**config.mk**
```make
export PLATFORM = sky130hd
export DESIGN_NAME = first_substring_match
export DESIGN_NICKNAME = d
export VERILOG_FILES = /design/src/rtl/core/fsub_pkg.sv /design/src/rtl/core/first_substring_match.sv /design/src/rtl/core/fsub_front.sv /design/src/rtl/core/fsub_queue.sv /design/src/rtl/core/fsub_back.sv
export SDC_FILE = /design/constraint.sdc
export NUM_CORES = 1
export LEC_CHECK = 0
export BUFFER_PORTS_ARGS = -buffer_cell sky130_fd_sc_hd__buf_2
export CORE_MARGIN = 5
export CORE_UTILIZATION = 50
export CTS_CLUSTER_SIZE = 28
export DETAILED_ROUTE_END_ITERATION = 12
export MAX_ROUTING_LAYER = met4
export PLACE_DENSITY = 0.69
export SYNTH_ARGS = -nofsm -noshare
export SYNTH_HDL_FRONTEND = slang
export SYNTH_HIERARCHICAL = 1
export SYNTH_SLANG_ARGS = --single-unit
```
**constraint.sdc**
```tcl
create_clock -name clock -period 3.8 [get_ports clock]
set_input_delay 0.57 -clock clock [delete_from_list [all_inputs] [get_ports clock]]
set_output_delay 0.57 -clock clock [all_outputs]
set_load 0.01 [all_outputs]
```
**src/rtl/core/fsub_pkg.sv**
```systemverilog
// Package for the first_substring_match block: input kind codes, result status
// codes, the operation type and the queue entry that joins front and back.
// Depends on nothing.
`default_nettype none

package fsub_pkg;

   localparam int unsigned POS_W       = 32;
   localparam int unsigned QUEUE_DEPTH = 4;
   localparam int unsigned QPTR_W      = $clog2(QUEUE_DEPTH);

   localparam logic [1:0] KIND_PATTERN = 2'd0;
   localparam logic [1:0] KIND_TEXT    = 2'd1;
   localparam logic [1:0] KIND_CLEAR   = 2'd2;

   localparam logic [1:0] STATUS_FOUND     = 2'd0;
   localparam logic [1:0] STATUS_NOT_FOUND = 2'd1;
   localparam logic [1:0] STATUS_OVERFLOW  = 2'd2;

   localparam logic [POS_W-1:0] POS_MAX = {POS_W{1'b1}};

   typedef enum logic [1:0] {
      OP_PATTERN = 2'd0,
      OP_TEXT    = 2'd1,
      OP_CLEAR   = 2'd2
   } op_type;

   typedef struct packed {
      op_type     op;
      logic [7:0] data;
      logic       last;
   } entry_type;

endpackage

`default_nettype wire

```
**src/rtl/core/first_substring_match.sv**
```systemverilog
// Top level of the streaming first-occurrence substring search.
// Instantiates fsub_front, fsub_queue and fsub_back; depends on fsub_pkg.
//
//   Channel   Direction  Handshake             Payload
//   req_      in         req_valid/req_stall   req_kind, req_byte_value, req_last
//   rsp_      out        rsp_valid/rsp_stall   rsp_status, rsp_position
//
// One transaction per clock cycle is accepted and executed while no stall holds the flow; every text byte updates
// all partial-match bits in the back end within that cycle.
// A taken request passes through the queue before its result is registered in the response register.
// Reset is synchronous and empties the queue, the pattern and the search state.
// A stalled response holds the back end; the four-entry queue then fills, and
// req_stall rises only when it is full.
`default_nettype none

module first_substring_match #(
   parameter int unsigned NEEDLE_MAX = 32
) (
   input  wire logic        clock,
   input  wire logic        reset,
   input  wire logic        req_valid,
   output logic             req_stall,
   input  wire logic [1:0]  req_kind,
   input  wire logic [7:0]  req_byte_value,
   input  wire logic        req_last,
   output logic             rsp_valid,
   input  wire logic        rsp_stall,
   output logic [1:0]       rsp_status,
   output logic [31:0]      rsp_position
);
   import fsub_pkg::*;

   logic      queue_full;
   logic      push;
   entry_type push_entry;
   logic      pop;
   logic      head_valid;
   entry_type head_entry;

   fsub_front u_front (
      .req_valid      (req_valid),
      .req_stall      (req_stall),
      .req_kind       (req_kind),
      .req_byte_value (req_byte_value),
      .req_last       (req_last),
      .queue_full     (queue_full),
      .push           (push),
      .push_entry     (push_entry)
   );

   fsub_queue u_queue (
      .clock      (clock),
      .reset      (reset),
      .push       (push),
      .push_entry (push_entry),
      .full       (queue_full),
      .pop        (pop),
      .head_valid (head_valid),
      .head_entry (head_entry)
   );

   fsub_back #(
      .NEEDLE_MAX (NEEDLE_MAX)
   ) u_back (
      .clock        (clock),
      .reset        (reset),
      .head_valid   (head_valid),
      .head_entry   (head_entry),
      .pop          (pop),
      .rsp_valid    (rsp_valid),
      .rsp_stall    (rsp_stall),
      .rsp_status   (rsp_status),
      .rsp_position (rsp_position)
   );

endmodule

`default_nettype wire

```
**src/rtl/core/fsub_front.sv**
```systemverilog
// Front end: accepts request transactions, decodes the kind into an operation
// and pushes it into the queue. Unused kinds are accepted and dropped.
// Depends on fsub_pkg.
`default_nettype none

module fsub_front (
   input  wire logic                req_valid,
   output logic                     req_stall,
   input  wire logic [1:0]          req_kind,
   input  wire logic [7:0]          req_byte_value,
   input  wire logic                req_last,
   input  wire logic                queue_full,
   output logic                     push,
   output fsub_pkg::entry_type      push_entry
);
   import fsub_pkg::*;

   logic   known;
   op_type op;

   always_comb begin
      known = 1'b1;
      op    = OP_TEXT;
      unique case (req_kind)
         KIND_PATTERN: op = OP_PATTERN;
         KIND_TEXT:    op = OP_TEXT;
         KIND_CLEAR:   op = OP_CLEAR;
         default:      known = 1'b0;
      endcase
   end

   assign req_stall       = queue_full;
   assign push            = req_valid && !queue_full && known;
   assign push_entry.op   = op;
   assign push_entry.data = req_byte_value;
   assign push_entry.last = req_last;

endmodule

`default_nettype wire

```
**src/rtl/core/fsub_queue.sv**
```systemverilog
// Short first-in first-out queue of decoded operations between front and back.
// Depends on fsub_pkg.
`default_nettype none

module fsub_queue (
   input  wire logic                clock,
   input  wire logic                reset,
   input  wire logic                push,
   input  wire fsub_pkg::entry_type push_entry,
   output logic                     full,
   input  wire logic                pop,
   output logic                     head_valid,
   output fsub_pkg::entry_type      head_entry
);
   import fsub_pkg::*;

   entry_type           slot_ff [QUEUE_DEPTH];
   logic [QPTR_W-1:0]   wr_ptr_ff, wr_ptr_in;
   logic [QPTR_W-1:0]   rd_ptr_ff, rd_ptr_in;
   logic [QPTR_W:0]     count_ff, count_in;

   assign full       = (count_ff == (QPTR_W+1)'(QUEUE_DEPTH));
   assign head_valid = (count_ff != '0);
   assign head_entry = slot_ff[rd_ptr_ff];

   always_comb begin
      wr_ptr_in = push ? wr_ptr_ff + 1'b1 : wr_ptr_ff;
      rd_ptr_in = pop  ? rd_ptr_ff + 1'b1 : rd_ptr_ff;
      count_in  = count_ff;
      if (push && !pop) begin
         count_in = count_ff + 1'b1;
      end else if (pop && !push) begin
         count_in = count_ff - 1'b1;
      end
   end

   always_ff @(posedge clock) begin
      if (reset) begin
         wr_ptr_ff <= '0;
         rd_ptr_ff <= '0;
         count_ff  <= '0;
      end else begin
         wr_ptr_ff <= wr_ptr_in;
         rd_ptr_ff <= rd_ptr_in;
         count_ff  <= count_in;
      end
   end

   always_ff @(posedge clock) begin
      if (push) begin
         slot_ff[wr_ptr_ff] <= push_entry;
      end
   end

endmodule

`default_nettype wire

```
**src/rtl/core/fsub_back.sv**
```systemverilog
// Back end: holds the pattern and search state, executes one queued operation
// per cycle when not stalled and keeps the result in the response register.
// Depends on fsub_pkg.
`default_nettype none

module fsub_back #(
   parameter int unsigned NEEDLE_MAX = 32
) (
   input  wire logic                clock,
   input  wire logic                reset,
   input  wire logic                head_valid,
   input  wire fsub_pkg::entry_type head_entry,
   output logic                     pop,
   output logic                     rsp_valid,
   input  wire logic                rsp_stall,
   output logic [1:0]               rsp_status,
   output logic [fsub_pkg::POS_W-1:0] rsp_position
);
   import fsub_pkg::*;

   localparam int unsigned LEN_W = $clog2(NEEDLE_MAX + 1);
   localparam int unsigned IDX_W = (NEEDLE_MAX > 1) ? $clog2(NEEDLE_MAX) : 1;

   logic [7:0]            store_ff [NEEDLE_MAX];
   logic [LEN_W-1:0]      len_ff, len_in;
   logic                  overflow_ff, overflow_in;
   logic                  open_ff, open_in;
   logic [NEEDLE_MAX-1:0] bits_ff, bits_in;
   logic [POS_W-1:0]      pos_ff, pos_in;
   logic                  reported_ff, reported_in;
   logic                  rsp_valid_ff, rsp_valid_in;
   logic [1:0]            status_ff, status_in;
   logic [POS_W-1:0]      position_ff, position_in;

   logic [NEEDLE_MAX-1:0] eq;
   logic [NEEDLE_MAX-1:0] advanced;
   logic [LEN_W-1:0]      len_m1;
   logic [LEN_W-1:0]      wr_len;
   logic                  store_we;
   logic                  hit;
   logic [POS_W-1:0]      start;
   logic                  emit;

   // The back end moves when the response register is empty or being drained.
   assign pop = head_valid && (!rsp_valid_ff || !rsp_stall);

   // Every stored byte is compared with the text byte at once.
   always_comb begin
      for (int i = 0; i < NEEDLE_MAX; i++) begin
         eq[i] = (LEN_W'(i) < len_ff) && (store_ff[i] == head_entry.data);
      end
   end

   assign advanced = ((bits_ff << 1) | NEEDLE_MAX'(1)) & eq;
   assign len_m1   = len_ff - 1'b1;
   assign wr_len   = open_ff ? len_ff : '0;
   assign start    = (pos_ff == POS_MAX) ? POS_MAX : pos_ff - POS_W'(len_m1);

   always_comb begin
      len_in       = len_ff;
      overflow_in  = overflow_ff;
      open_in      = open_ff;
      bits_in      = bits_ff;
      pos_in       = pos_ff;
      reported_in  = reported_ff;
      store_we     = 1'b0;
      hit          = 1'b0;
      emit         = 1'b0;
      status_in    = status_ff;
      position_in  = position_ff;
      rsp_valid_in = rsp_valid_ff && rsp_stall;
      if (pop) begin
         unique case (head_entry.op)
            OP_PATTERN: begin
               open_in = !head_entry.last;
               if (!open_ff) begin
                  overflow_in = 1'b0;
               end
               if (wr_len < LEN_W'(NEEDLE_MAX)) begin
                  store_we = 1'b1;
                  len_in   = wr_len + 1'b1;
               end else begin
                  len_in      = wr_len;
                  overflow_in = 1'b1;
               end
               bits_in     = '0;
               pos_in      = '0;
               reported_in = 1'b0;
            end
            OP_CLEAR: begin
               len_in      = '0;
               overflow_in = 1'b0;
               open_in     = 1'b0;
               bits_in     = '0;
               pos_in      = '0;
               reported_in = 1'b0;
            end
            OP_TEXT: begin
               open_in = 1'b0;
               if (overflow_ff) begin
                  if (head_entry.last) begin
                     emit        = 1'b1;
                     status_in   = STATUS_OVERFLOW;
                     position_in = '0;
                  end
               end else if (!reported_ff) begin
                  if (len_ff == '0) begin
                     hit         = 1'b1;
                     position_in = '0;
                  end else begin
                     bits_in = advanced;
                     if (advanced[len_m1[IDX_W-1:0]]) begin
                        hit         = 1'b1;
                        position_in = start;
                     end
                  end
                  if (hit) begin
                     emit        = 1'b1;
                     reported_in = 1'b1;
                     status_in   = STATUS_FOUND;
                  end else if (head_entry.last) begin
                     emit        = 1'b1;
                     status_in   = STATUS_NOT_FOUND;
                     position_in = '0;
                  end
               end
               if (pos_ff != POS_MAX) begin
                  pos_in = pos_ff + 1'b1;
               end
               if (head_entry.last) begin
                  bits_in     = '0;
                  pos_in      = '0;
                  reported_in = 1'b0;
               end
            end
            default: ;
         endcase
         if (emit) begin
            rsp_valid_in = 1'b1;
         end
      end
   end

   always_ff @(posedge clock) begin
      if (reset) begin
         len_ff       <= '0;
         overflow_ff  <= 1'b0;
         open_ff      <= 1'b0;
         bits_ff      <= '0;
         pos_ff       <= '0;
         reported_ff  <= 1'b0;
         rsp_valid_ff <= 1'b0;
      end else begin
         len_ff       <= len_in;
         overflow_ff  <= overflow_in;
         open_ff      <= open_in;
         bits_ff      <= bits_in;
         pos_ff       <= pos_in;
         reported_ff  <= reported_in;
         rsp_valid_ff <= rsp_valid_in;
      end
   end

   always_ff @(posedge clock) begin
      status_ff   <= status_in;
      position_ff <= position_in;
      if (store_we) begin
         store_ff[wr_len[IDX_W-1:0]] <= head_entry.data;
      end
   end

   assign rsp_valid    = rsp_valid_ff;
   assign rsp_status   = status_ff;
   assign rsp_position = position_ff;

endmodule

`default_nettype wire

```
==> results_dict.tcl <==
set metrics [dict create \
    status "complete, no violations" \
    total_power_mw 14.4 \
    clock_sinks 416 \
    dpl.hpwl_um 29300 \
    setup_violations 0 \
    syn_area_sq_mm 0.0196 \
    cp.arrival_ns 4.02 \
    area_growth_pct 14.3 \
    cpPeakStageDelay_ns 0.69 \
    hold_viol 0 \
    grt_pass1_wl_um 69900 \
    route.detailed.drc 0 \
    vias 12500 \
    layout_common_cells "334 x edfxtp_1, 205 x xnor2_1, 147 x nor2_1, 110 x xor2_1, 92 x buf_4" \
    period_needed_ns 3.71 \
    hold_ws_ns 0.221 \
    synth-edff-count 334 \
    p_per_area_mw_per_mm2 642 \
    fmax_mhz 269 \
    cpMaxStageDelayCell "mux4_4" \
    die_h_um 208 \
    busiest_layer "met2" \
    ctsHtreeMaxLevel 2 \
    leakage_nw 7.69 \
    antenna_cells 0 \
    dp.cells 2141 \
    gp_congestion 0.904 \
    cts_root_buf "clkbuf_16" \
    wire_per_inst_um 19.7 \
    die_area_sq_mm 0.0433 \
    grt_use_total_pct 20.6 \
    grt_antenna_before_repair 0 \
    die_w_um 208 \
    use_met2_pct 32.3 \
    tritoncts.num_buffers 44 \
    maxSlewViolCount 0 \
    first_global_vias 12400 \
    period_share_pct 97.7 \
    ys_warn_count 6 \
    avgSynthCellArea_sq_um 12.4 \
    postRouteAntennaNets 0 \
    final_common_cell "edfxtp_1" \
    ctsHoldBuffers 0 \
    max-cap-violations 0 \
    cp-start-kind "flop" \
    maxSlewHeadroom_pct 41.8 \
    drive_gt1_share_pct 15.0 \
    synth_sequential_area_ratio_pct 59.6 \
    stdcell_count 2226 \
    synth_ff_type "edfxtp_1" \
    met3_usage_pct 3.45 \
    worst_slew_pin_slew_ns 0.864 \
    start_util_pct 50.6 \
    multi_input_area_sq_mm 0.00744 \
    insertion_delay_ns 0.58 \
    numPortBuffers 50 \
    pre_cts_ws_ns -0.0696 \
    fin_ws_ns 0.0857 \
    io_pins 51 \
    first_pass_iters 5 \
    path_buf_inv 2 \
    overflow 0 \
    cts_tree "done" \
    drt-initial-drc-count 1110 \
    syn_nets 1619 \
    yosysUniqueCellTypes 69 \
    drt-total-wl_um 43900 \
    cts_max_path_buffers 3 \
    path_max_fanout 29 \
    grt_max_degree 42 \
    row_count 72 \
    yosys_register_bits 416 \
    crit_chain "buf_12 > mux4_4 > xor2_1 > or4_4 > or4_4 > a311oi_2 > o21ai_1 > o32a_4 > buf_12 > mux2i_1" \
    num-fill-cells 3129 \
    syn_inst 1579 \
    async_reset_ff_share_pct 0 \
    hp-class "in -> reg" \
    final_core_util_pct 57.8 \
    critical_path_class "reg -> reg" \
    coreArea_sq_mm 0.0387 \
    met1_usage_pct 27.9 \
    worst_setup_path_end_kind "flop" \
    final.setup_skew_ns 0.0293 \
    cpLargestDelayFamily "simple AND/OR/NAND/NOR gates" \
    crit_required_ns 4.11 \
    fin_nets 1713 \
    regArea_sq_mm 0.0117 \
    ir_drop_v 0.000573 \
    clk_pin_slew_ns 0.06 \
    drt-vias-per-instance 5.63 \
]
-- state kept, by name (all words and copies together), names as in the netlist, 2 cells and up, named ones only --
signal and cells:
u_back/store_ff 256, u_queue/slot_ff 44, u_back/pos_ff 32, u_back/rsp_position 32
u_back/bits_ff 31, u_back/len_ff 6, u_queue/count_ff 3, u_back/rsp_status 2
u_queue/rd_ptr_ff 2, u_queue/wr_ptr_ff 2
-- cell families (layout without fill, tap and decap cells) --
logic type               Yosys count  count (layout)  share of synthesized area, %
XOR/XNOR                         316             316                          14.1
AO/OA/AOI/OAI                    151             151                          5.41
AND/OR/NAND/NOR                  489             489                          12.7
flip-flops                       416             416                          59.6
multiplexers                      51              51                          3.33
adder cells (fa/ha/maj)           25              25                          1.67
buffers and inverters            131             260                          3.18
-- final timing paths --
path	startpoint	to	slack [ns]	cells past startpoint
worst min-delay path	req_byte_value[4]	u_queue/slot_ff[1][5]	0.22	1
worst max-delay path	flop	u_back/rsp_position[8]	0.09	10
worst min register to register	u_back/bits_ff[16]	u_back/bits_ff[16]	0.46	2
worst max register to register	flop	u_back/rsp_position[8]	0.09	10
-- cells in the mapped netlist (all sizes together) (17+ instances only) --
master,n,share of area [%]
ha,23,1.5
mux2i,39,2.0
a21oi,29,0.74
nand3,33,0.84
clkbuf,56,1.1
buf,51,1.6
nor2,148,2.8
o21ai,31,0.79
or3,17,0.54
dfxtp,82,8.4
xor2,111,5.0
nand2,74,1.4
nor3,40,1.0
edfxtp,334,51
nand3b,36,1.4
nand4,57,1.8
xnor2,205,9.2
inv,23,0.44
nor4,29,0.93
-- per-stage QoR --
stage               cell area (sq um)  setup TNS (ns)
finish                          22400               0
global route                    22400          -0.766
CTS                             22300               0
detailed placement              20800           -1.60
global placement                20800               0
floorplan                       19600               0
-- layout make-up --
type | count | share of cell area (%)
sequential | 416 | 52.1
clock buffer | 65 | 5.54
inverter | 24 | 0.402
tap | 518 | 2.89
multi-input combinational | 1032 | 33.2
timing repair buffer | 155 | 5.13
clock inverter | 16 | 0.731
-- routing by layer --
metal	vias to the layer above	part of all wire (%)
li1	5898	-
met1	6155	44
met2	377	47
met3	96	5.7
met4	0	2.9
met5	-	0
-- report_power, final --
| group | leakage, nW | internal (mW) | switching [mW] |
|---|---|---|---|
| Sequential | 3.69 | 5.55 | 0.107 |
| Clock | 0.684 | 2.41 | 1.72 |
| Combinational | 3.31 | 1.77 | 2.83 |
| Total | 7.69 | 9.73 | 4.66 |
-- what timing repair did --
| action | in CTS | in global routing |
|---|---|---|
| pin swaps | 0 | 2 |
| setup endpoints to repair | 34 | 37 |
| buffers inserted | 0 | 4 |
| resized for setup | 6 | 21 |
Note: power is estimated with default switching activity, not from simulation.
